--- src/kvi_pkg.sv ---
// Shared types and constants of the keyframe vector interpolator.
// Used by kvi_ctrl, kvi_dp and keyframe_vector_interpolator; no dependencies.
`default_nettype none

package kvi_pkg;

    localparam int MAX_KEYS   = 64;
    localparam int KEY_W      = $clog2(MAX_KEYS);
    localparam int CNT_W      = KEY_W + 1;
    localparam int TIME_W     = 32;
    localparam int VEC_W      = 32;
    localparam int CFG_IDX_W  = 2;
    localparam int CFG_DATA_W = 32;
    localparam int S_TDATA_W  = 168;
    localparam int M_TDATA_W  = 104;
    localparam int DVD_W      = 48;
    localparam int DIV_CNT_W  = 6;
    localparam int FACT_W     = 31;

    localparam logic [CFG_IDX_W-1:0] REG_KEY_COUNT      = 2'd0;
    localparam logic [CFG_IDX_W-1:0] REG_TRACK_DURATION = 2'd1;

    localparam logic [DVD_W-1:0] FACTOR_LIMIT = 48'd536870912;

    typedef enum logic [3:0] {
        S_IDLE, S_RD0, S_ONE, S_RDN, S_CHK, S_SCAN_ADDR, S_SCAN_CMP,
        S_RDSEG, S_RDNXT, S_LEN, S_DIV, S_FACT, S_MUL, S_ACC, S_OUT
    } kvi_state_t;

    typedef enum logic [3:0] {
        OP_NONE, OP_LOAD, OP_ONE, OP_CAPT0, OP_CHK, OP_SEGZ, OP_SCAN, OP_SEG,
        OP_CAPSEG, OP_LEN, OP_DIV, OP_FACT, OP_MUL, OP_ACC, OP_PUSH
    } kvi_op_t;

    typedef enum logic [2:0] {
        A_ZERO, A_LAST, A_IDX1, A_SEG, A_NXT
    } kvi_addr_t;

    typedef struct packed {
        kvi_op_t   op;
        kvi_addr_t addr_sel;
    } kvi_cmd_t;

    typedef struct packed {
        logic in_sample;
        logic n_one;
        logic chk_found;
        logic scan_end;
        logic scan_hit;
        logic len_empty;
        logic div_last;
        logic last_comp;
        logic out_free;
    } kvi_status_t;

endpackage

`default_nettype wire

--- src/kvi_ctrl.sv ---
// Controller of the keyframe vector interpolator: sequences search, divide and blend.
// Depends on kvi_pkg; drives kvi_dp through a command struct.
`default_nettype none

module kvi_ctrl (
    input  wire logic                 clk,
    input  wire logic                 rst_n,
    input  wire logic                 s_tvalid,
    output logic                      s_tready,
    input  wire kvi_pkg::kvi_status_t st,
    output kvi_pkg::kvi_cmd_t         cmd
);
    import kvi_pkg::*;

    kvi_state_t state_reg;
    kvi_state_t state_next;

    always_ff @(posedge clk or negedge rst_n)
    begin
        if (!rst_n)
        begin
            state_reg <= S_IDLE;
        end
        else
        begin
            state_reg <= state_next;
        end
    end

    always_comb
    begin
        state_next = state_reg;
        case (state_reg)
            S_IDLE:      if (s_tvalid && st.in_sample) state_next = S_RD0;
            S_RD0:       state_next = st.n_one ? S_ONE : S_RDN;
            S_ONE:       state_next = S_OUT;
            S_RDN:       state_next = S_CHK;
            S_CHK:       state_next = st.chk_found ? S_RDSEG : S_SCAN_ADDR;
            S_SCAN_ADDR: state_next = st.scan_end ? S_RDSEG : S_SCAN_CMP;
            S_SCAN_CMP:  state_next = st.scan_hit ? S_RDSEG : S_SCAN_ADDR;
            S_RDSEG:     state_next = S_RDNXT;
            S_RDNXT:     state_next = S_LEN;
            S_LEN:       state_next = st.len_empty ? S_MUL : S_DIV;
            S_DIV:       if (st.div_last) state_next = S_FACT;
            S_FACT:      state_next = S_MUL;
            S_MUL:       state_next = S_ACC;
            S_ACC:       state_next = st.last_comp ? S_OUT : S_MUL;
            S_OUT:       if (st.out_free) state_next = S_IDLE;
            default:     state_next = S_IDLE;
        endcase
    end

    always_comb
    begin
        cmd.op       = OP_NONE;
        cmd.addr_sel = A_ZERO;
        s_tready     = 1'b0;
        case (state_reg)
            S_IDLE:
            begin
                s_tready = 1'b1;
                if (s_tvalid) cmd.op = OP_LOAD;
            end
            S_RD0:       cmd.addr_sel = A_ZERO;
            S_ONE:       cmd.op = OP_ONE;
            S_RDN:
            begin
                cmd.op       = OP_CAPT0;
                cmd.addr_sel = A_LAST;
            end
            S_CHK:       cmd.op = OP_CHK;
            S_SCAN_ADDR:
            begin
                cmd.addr_sel = A_IDX1;
                if (st.scan_end) cmd.op = OP_SEGZ;
            end
            S_SCAN_CMP:  cmd.op = OP_SCAN;
            S_RDSEG:
            begin
                cmd.op       = OP_SEG;
                cmd.addr_sel = A_SEG;
            end
            S_RDNXT:
            begin
                cmd.op       = OP_CAPSEG;
                cmd.addr_sel = A_NXT;
            end
            S_LEN:       cmd.op = OP_LEN;
            S_DIV:       cmd.op = OP_DIV;
            S_FACT:      cmd.op = OP_FACT;
            S_MUL:       cmd.op = OP_MUL;
            S_ACC:       cmd.op = OP_ACC;
            S_OUT:       if (st.out_free) cmd.op = OP_PUSH;
            default:     cmd.op = OP_NONE;
        endcase
    end

endmodule

`default_nettype wire

--- config.mk ---
export PLATFORM = sky130hd
export DESIGN_NAME = kvi_ctrl
export DESIGN_NICKNAME = d
export VERILOG_FILES = /design/src/kvi_pkg.sv /design/src/kvi_ctrl.sv
export SDC_FILE = /design/constraint.sdc
export NUM_CORES = 1
export LEC_CHECK = 0
export BUFFER_PORTS_ARGS = -buffer_cell sky130_fd_sc_hd__buf_2
export CORE_AREA = 2 2 39 41
export CTS_CLUSTER_SIZE = 10
export DETAILED_ROUTE_END_ITERATION = 6
export DIE_AREA = 0 0 41 43
export SLEW_MARGIN = 20
export SYNTH_ARGS = -nofsm -noshare
export SYNTH_HDL_FRONTEND = slang
export SYNTH_SLANG_ARGS = --single-unit
--- constraint.sdc ---
create_clock -name clk -period 1.4 [get_ports clk]
set_input_delay 0.42 -clock clk [delete_from_list [all_inputs] [get_ports clk]]
set_output_delay 0.42 -clock clk [all_outputs]
set_load 0.01 [all_outputs]
# After elaboration in Yosys (flattened, before gate mapping)
# Index checks and enable logic that the tools add are counted.
word_totals:
  regBits: 4
  input_bits: 12
  elab_cells: 37
op_classes:
  reduce_logical: 3
  n_eq_ne: 17
  muxes: 16
ops:
  columns: ["cell", "count"]
  rows:
  - ["4-bit one-hot mux with 15 select lines", 1]
  - ["4-bit one-hot mux with 14 select lines", 1]
  - ["4-bit == test, second input constant", 7]
  - ["4-bit by 3-bit == test with 1-bit output, second input constant", 4]
  - ["4-bit 2-to-1 mux", 4]
  - ["3-bit one-hot mux with 4 select lines", 1]
  - ["4-bit by 2-bit == test with 1-bit output, second input constant", 2]
  - ["2-bit 2-to-1 mux", 3]
  - ["3-bit 2-to-1 mux", 2]
  - ["2-bit != test, second input constant", 3]
  - ["4-bit by 1-bit == test with 1-bit output, second input constant", 1]
  - ["4-bit logical NOT", 1]
  - ["1-bit 2-to-1 mux", 4]
  - ["3-bit AND reduction", 1]
  - ["1-bit logical AND", 1]

# Depth between registers and ports, before layout
# Gate-level depths: netlist of the first run.
logic_depth:
  ltp_word: 3
  depth_mapped: 5
  ltp_nobuf: 4

# Worst setup path after synthesis of the first run
# Ideal clock, no wire load.
synth_timing:
  path_kind: "flip-flop to output port"
  start: "reg state_reg[2]"
  end: "out cmd[2] (netlist name)"
  arrival_ns: 1.092
  path_buffers: 2
  slack_ns: -0.112
  t_required_ns: 0.980
  path_stages_with_launch: 4
  cell_sequence: "dfrtp_1 > buf_6 > buf_2 > nor4_1"
synth_lines:
  columns: ["element", "line", "source"]
  rows:
  - ["from (decl)", "kvi_ctrl.sv:15", "kvi_state_t state_reg;"]
  - ["from (signal assigned)", "kvi_ctrl.sv:26", "state_reg <= state_next;"]
  - ["to (decl)", "kvi_ctrl.sv:11", "output kvi_pkg::kvi_cmd_t cmd"]

==> summary.md, run 1 <==
| Metric | Value |
|---|---|
| Pwr Density | `2378 mW/mm²` |
| Rows | `14` |
| TritonCTS clock tree | `yes` |
| WP buf/inv | `1` |
| Largest net degree at the start of global routing | `12` |
| Post-route minimum period | `1.714 ns` |
| Post-route ant nets | `0` |
| Fmax | `between 0.5 and 0.6 GHz` |
| I/O Buffers | `19` |
| # diodes | `0` |
| Rel. slew slack | `between 70% and 80%` |
| Crit path cell chain | `o41ai_1 -> a31oi_1 -> buf_2` |
| Vias in the first global route | `528` |
| Dpl ws | `-0.07387 ns` |
| Critical path arrival | `1.29 ns` |
| Via density | `about 5.2` |
| Startpoint Class | `register` |
| Setup violations, final | `8` |
| Status | `finished with violations` |
| Slew Viols, Final | `0` |
| Syn nets | `69` |
| Worst skew pair latency | `roughly 0.23 ns` |
| Most common cell after layout, fill and taps aside | `buf_2` |
| Die Span Y | `~43 µm` |
| Post-Syn Area | `between 400 and 500 µm²` |
| Tcrit/Tclk final | `122.5%` |
| Worst Path Required | `between 0.9 and 1 ns` |
| Final Core Density | `about three fifths` |
| R2R Setup Slk | `0.05 ns` |
| Slew of the pin with the lowest slew margin | `~0.32 ns` |
| Final #Nets | `110` |
| Max FFs per register | `4` |
| Synthesis Warnings | `0` |
| Multi-input gate area | `337.8 µm²` |
| Initial DRC count | `2` |
| Clock transition at path regs | `about 0.04 ns` |
| Post-route setup slack | `-0.3145 ns` |
| Drt wl/cell | `~13 µm` |
| Clk Tree Root Cell | `clkbuf_4` |
| FF/Latch Area | `roughly 110 µm²` |
| DP Area | `630.6 µm²` |
| Max-cap violations | `0` |
| Hold Violations, Final | `0` |
| Worst path slowest cell | `dfrtp_2` |
| Initial Utilization | `30.02%` |
| R2R Path End | `state_reg[0]` |
| Clock sinks | `4` |
| DRC Markers | `0` |
| Leakage | `around 0.36 nW` |
| Grt ovf | `0` |
| First-pass iteration count of the detailed router | `4` |
| Final Cell Area | `808.3 µm²` |
| Commonest non-fill, non-tap cells in the layout | `buf_2 (18), buf_4 (15), a21oi_1 (7), buf_6 (7)` |
| RSZ-0062 raised after global routing | `yes` |
| Yosys cell types | `31` |
| Die width | `41 µm` |
| WHS | `0.5252 ns` |
| Max Buffers Root-to-Sink | `2` |
| H-tree depth | `1` |
| Crit path max-delay family | `compound AO/OA/AOI/OAI gates` |
| Setup crit end kind | `output port` |
| Cts bufs inserted | `3` |
| Gate Count Post-Synth | `57` |
| HPWL after DPL | `928.6 µm` |
| WL final | `about 1400 µm` |
| Peak VDD IR | `0.0008934 V` |
| Critical path class | `register to output port` |
| Share of cells above drive strength 1 | `65.63%` |
| Ports | `20` |
| DR vias | `about 580` |
| Worst R2R Path Depth | `4` |
| First-pass GRT wire length | `2214 µm` |
| Syn_area_per_cell | `7.288 µm²` |
| Antenna violations before repair | `0` |
| Synth-to-layout area growth | `94.58%` |
| Pwr Total | `around 1.9 mW` |
| # fillers | `131` |
| Total GRT Usage | `17.82%` |
| Core Footprint | `0.001384 mm²` |
| RePlAce Congestion | `0.8684` |
| Peak fanout along the critical path | `5` |
| Failing checks | `negative setup slack` |
| Sequential-to-total area share from yosys stat | `24.10%` |
| Synthesized flop and latch total | `4` |
| Die area | `0.001763 mm²` |
| Reg-to-reg startpoint | `state_reg[1]` |
| Worst Hold Class | `input port to async pin` |
| Max incr delay on CP | `0.45 ns` |
| Final Skew | `~0.0012 ns` |
## cells by family (layout without fill, tap and decap cells)
| family | count (synthesis) | count (layout) | share of synthesized area, % |
|---|---|---|---|
| and+or+nand+nor | 17 | 17 | 24.40 |
| buffers and inverters | 9 | 48 | 11.44 |
| AOI/OAI and AO/OA | 26 | 26 | 37.66 |
| DFF | 4 | 4 | 24.10 |
| muxes | 1 | 1 | 2.410 |
## report_power, final
group	leakage (nW)	internal [mW]	switching, mW
Sequential	0.0424	0.186	0.145
Combinational	0.308	0.782	0.671
Clock	0.0138	0.0956	0.0428
## area by class of cell
| class | count | area share (%) |
|---|---|---|
| clock buffer | 3 | 2.786 |
| timing repair buffer | 42 | 37.93 |
| multi-input combinational | 44 | 41.80 |
| sequential | 4 | 13.00 |
| tap | 16 | 2.477 |
| inverter | 3 | 2.012 |
## repair_timing
item	4_1_cts	5_1_grt
hold endpoints to repair	4	0
setup buffers	6	2
endpoints found under the setup margin	8	10
cloned	0	0
hold buffers	1	0
gates resized for setup	18	5
pin swaps	6	5
## cells in the mapped netlist, drive strengths merged
master  instances  area share (%)
dfrtp           4              24
inv             3             2.7
a211oi          1             1.8
a311oi          1             2.1
o22ai           1             1.5
and3            1             1.5
nand2           4             3.6
nor4b           1             2.1
nand3b          1             1.8
nand3           1             1.2
a31oi           1             1.5
buf             6             8.7
or3             1             1.5
nor2b           1             1.5
a21oi          10              12
nor4            2             4.5
nor2            1            0.90
a22oi           1             1.8
o31ai           1             1.8
nand2b          2             3.0
and2            1             1.5
nor3            1             1.2
o221ai          1             2.1
o41ai           1             2.1
o211a           1             2.4
mux2i           1             2.4
o21ai           7             8.4
## stage by stage
| step | TNS [ns] | cells |
|---|---|---|
| 6_report | -1.840 | 112 |
| 5_1_grt | -2.332 | 112 |
| 4_1_cts | -1.816 | 110 |
| 3_5_place_dp | -0.2889 | 100 |
| 3_3_place_gp | -0.2530 | 100 |
| 2_1_floorplan | -0.05578 | 57 |
## how the worst max path moves through the flow
stage / slack, ns / to / depth (start not counted) / startpoint
finish: -0.31 / cmd[5] / 3 / state_reg[1]
global route: -0.40 / cmd[3] / 4 / state_reg[3]
CTS: -0.31 / cmd[3] / 4 / state_reg[0]
detailed placement: -0.07 / cmd[3] / 4 / state_reg[3]
global placement: -0.08 / cmd[5] / 4 / state_reg[0]
floorplan: -0.04 / cmd[3] / 4 / state_reg[0]
## worst register-to-register path, cell delays in order (launching register included)
cell and delay, ns:
dfrtp_2 0.45, buf_4 0.16, or3_1 0.35, a21oi_1 0.16, o211a_1 0.17
## layer usage
metal,wire [µm],vias up,GRT usage (%)
met5,0,-,0
met4,0,0,6.000
met3,49,0,1.571
met2,717,16,26.25
met1,671,271,26.30
li1,-,296,-
Power figures use the tool's default switching activity.
==> inputs of run 2 (changes only) <==
==> constraint.sdc (replaced) <==
create_clock -name clk -period 1.4 [get_ports clk]
set_input_delay 0.21 -clock clk [delete_from_list [all_inputs] [get_ports clk]]
set_output_delay 0.21 -clock clk [all_outputs]
set_load 0.01 [all_outputs]
==> run 2 against run 1 <==
The flow still finishes with violations (negative setup slack). Non-clock buffer count down 7. Sequential power shrank 5%. Clock-buffer cell count is the same. Final cell count fell by 6.3%. Worst hold slack worse by 0.23 ns. Combinational power down 6%. Flip-flop and latch count stayed put. Via count is 0.34% higher. Die area unchanged. Register-to-register slack is essentially flat. Clock skew about the same. Core utilization decreased by 3.9 points. Largest cell class unchanged. Highest routed layer is now met4.
==> summary.md, run 2 (synthesis results as in run 1) <==
| Metric | Value |
|---|---|
| Status | `finished with violations` |
| Failing checks | `negative setup slack` |
| Final TNS setup | `-0.6076 ns` |
| HPWL after DPL | `895.2 µm` |
| R2R Path End | `state_reg[0]` |
| Core Footprint | `0.001384 mm²` |
| H-tree depth | `1` |
| Die width | `41 µm` |
| Share of cells above drive strength 1 | `60.67%` |
| Final Core Density | `54.52%` |
| Via density | `between 5 and 6` |
| Die area | `around 0.0018 mm²` |
| Pwr Total | `1.843 mW` |
| Post-route ant nets | `0` |
| Worst R2R Path Depth | `4` |
| Rows | `14` |
| Peak fanout along the critical path | `4` |
| Pwr Density | `2442 mW/mm²` |
| Drt wl/cell | `14.90 µm` |
| Crit path cell chain | `nor4b_2 -> a21oi_1 -> o22ai_1 -> buf_2` |
| Final Skew | `0.0007108 ns` |
| DRC Markers | `0` |
| Worst skew pair latency | `0.24 ns` |
| Setup violations, final | `7` |
| TritonCTS clock tree | `yes` |
| Die Span Y | `43 µm` |
| Critical path class | `register to output port` |
| # diodes | `0` |
| Startpoint Class | `register` |
| Max FFs per register | `4` |
| Worst Path Required | `1.19 ns` |
| Leakage | `0.3330 nW` |
| RSZ-0062 raised after global routing | `yes` |
| Hold Violations, Final | `0` |
| Clk Tree Root Cell | `clkbuf_4` |
| WL final | `1564 µm` |
| Max Buffers Root-to-Sink | `2` |
| R2R Setup Slk | `~0.040 ns` |
| RePlAce Congestion | `0.8858` |
| Max incr delay on CP | `0.43 ns` |
| Cts bufs inserted | `3` |
| Antenna violations before repair | `0` |
| Initial Utilization | `30.02%` |
| Slew of the pin with the lowest slew margin | `0.2167 ns` |
| Max-cap violations | `0` |
| I/O Buffers | `19` |
| Initial DRC count | `15` |
| Slew Viols, Final | `0` |
| Synth-to-layout area growth | `81.63%` |
| Ports | `20` |
| Commonest non-fill, non-tap cells in the layout | `buf_2 (18), buf_4 (8), a21oi_1 (7), buf_6 (7)` |
| Reg-to-reg startpoint | `state_reg[2]` |
| First-pass iteration count of the detailed router | `4` |
| First-pass GRT wire length | `approximately 2400 µm` |
| Clock sinks | `4` |
| Grt ovf | `0` |
| DR vias | `585` |
| Final #Nets | `103` |
| Tcrit/Tclk final | `112.5%` |
| Critical path arrival | `1.36 ns` |
| Setup crit end kind | `output port` |
| # fillers | `128` |
| Post-route setup slack | `-0.1743 ns` |
| Rel. slew slack | `between 80 and 90%` |
| Total GRT Usage | `19.92%` |
| Largest net degree at the start of global routing | `12` |
| Peak VDD IR | `0.0008623 V` |
| Vias in the first global route | `527` |
| Worst path slowest cell | `dfrtp_2` |
| Post-route minimum period | `1.574 ns` |
| Most common cell after layout, fill and taps aside | `buf_2` |
| Fmax | `0.6352 GHz` |
| Worst Hold Class | `input port to async pin` |
| Clock transition at path regs | `0.04 ns` |
==> run 2: cell count changes in the layout (fill, tap and decap cells not counted), sizes merged <==
cell  change
buf       -7
==> run 2: where the power goes <==
group	leakage [nW]	internal (mW)	switching, mW
Sequential	0.0424	0.186	0.130
Clock	0.0138	0.0964	0.0556
Combinational	0.277	0.698	0.677
==> run 2: critical path, delay by kind of cell, from the launching register on <==
family                 cells  cell delay [ns]
buffers and inverters      1             0.16
AO/OA/AOI/OAI              2             0.23
flip-flops                 1             0.43
AND/OR/NAND/NOR            1             0.30
==> run 2: cell type report <==
cell class	count	area, µm²	share of cell area (%)
multi-input combinational	44	331.6	43.95
clock buffer	3	22.52	2.985
timing repair buffer	35	259.0	34.33
tap	16	20.02	2.653
inverter	3	16.27	2.156
sequential	4	105.1	13.93
==> run 2: through the flow <==
stage	hold slack, ns	std cells	setup slack, ns	area, µm²
6_report	0.2972	105	-0.1743	754.5
5_1_grt	0.3296	105	-0.2269	754.5
4_1_cts	0.2981	104	-0.1225	699.4
3_5_place_dp	0.02503	91	0.06476	544.3
3_3_place_gp	0.02374	91	0.05743	544.3
2_1_floorplan	-0.08559	57	0.09765	415.4
==> run 2: timing repair <==
action	CTS	global route
gates resized for setup	14	11
hold buffers	1	0
setup buffers	9	1
gates cloned	0	0
pin swaps	3	5
endpoints found under the hold margin	4	0
endpoints found under the setup margin	8	9
==> run 2: routing by layer <==
layer / share of wire, % / vias to the layer above / global-route usage (%)
li1: - / 280 / -
met1: 40 / 272 / 26.86
met2: 51 / 28 / 29.38
met3: 6.5 / 5 / 1.571
met4: 2.7 / 0 / 12.00
met5: 0 / - / 0
==> run 2: worst max-delay path by stage <==
stage                      start  slack [ns]  depth (start not counted)     end
floorplan           state_reg[2]         0.1                          3  cmd[2]
global placement    state_reg[3]        0.06                          4  cmd[3]
detailed placement  state_reg[3]        0.06                          4  cmd[3]
CTS                 state_reg[1]       -0.12                          4  cmd[3]
global route        state_reg[0]       -0.23                          4  cmd[3]
finish              state_reg[0]       -0.17                          4  cmd[3]
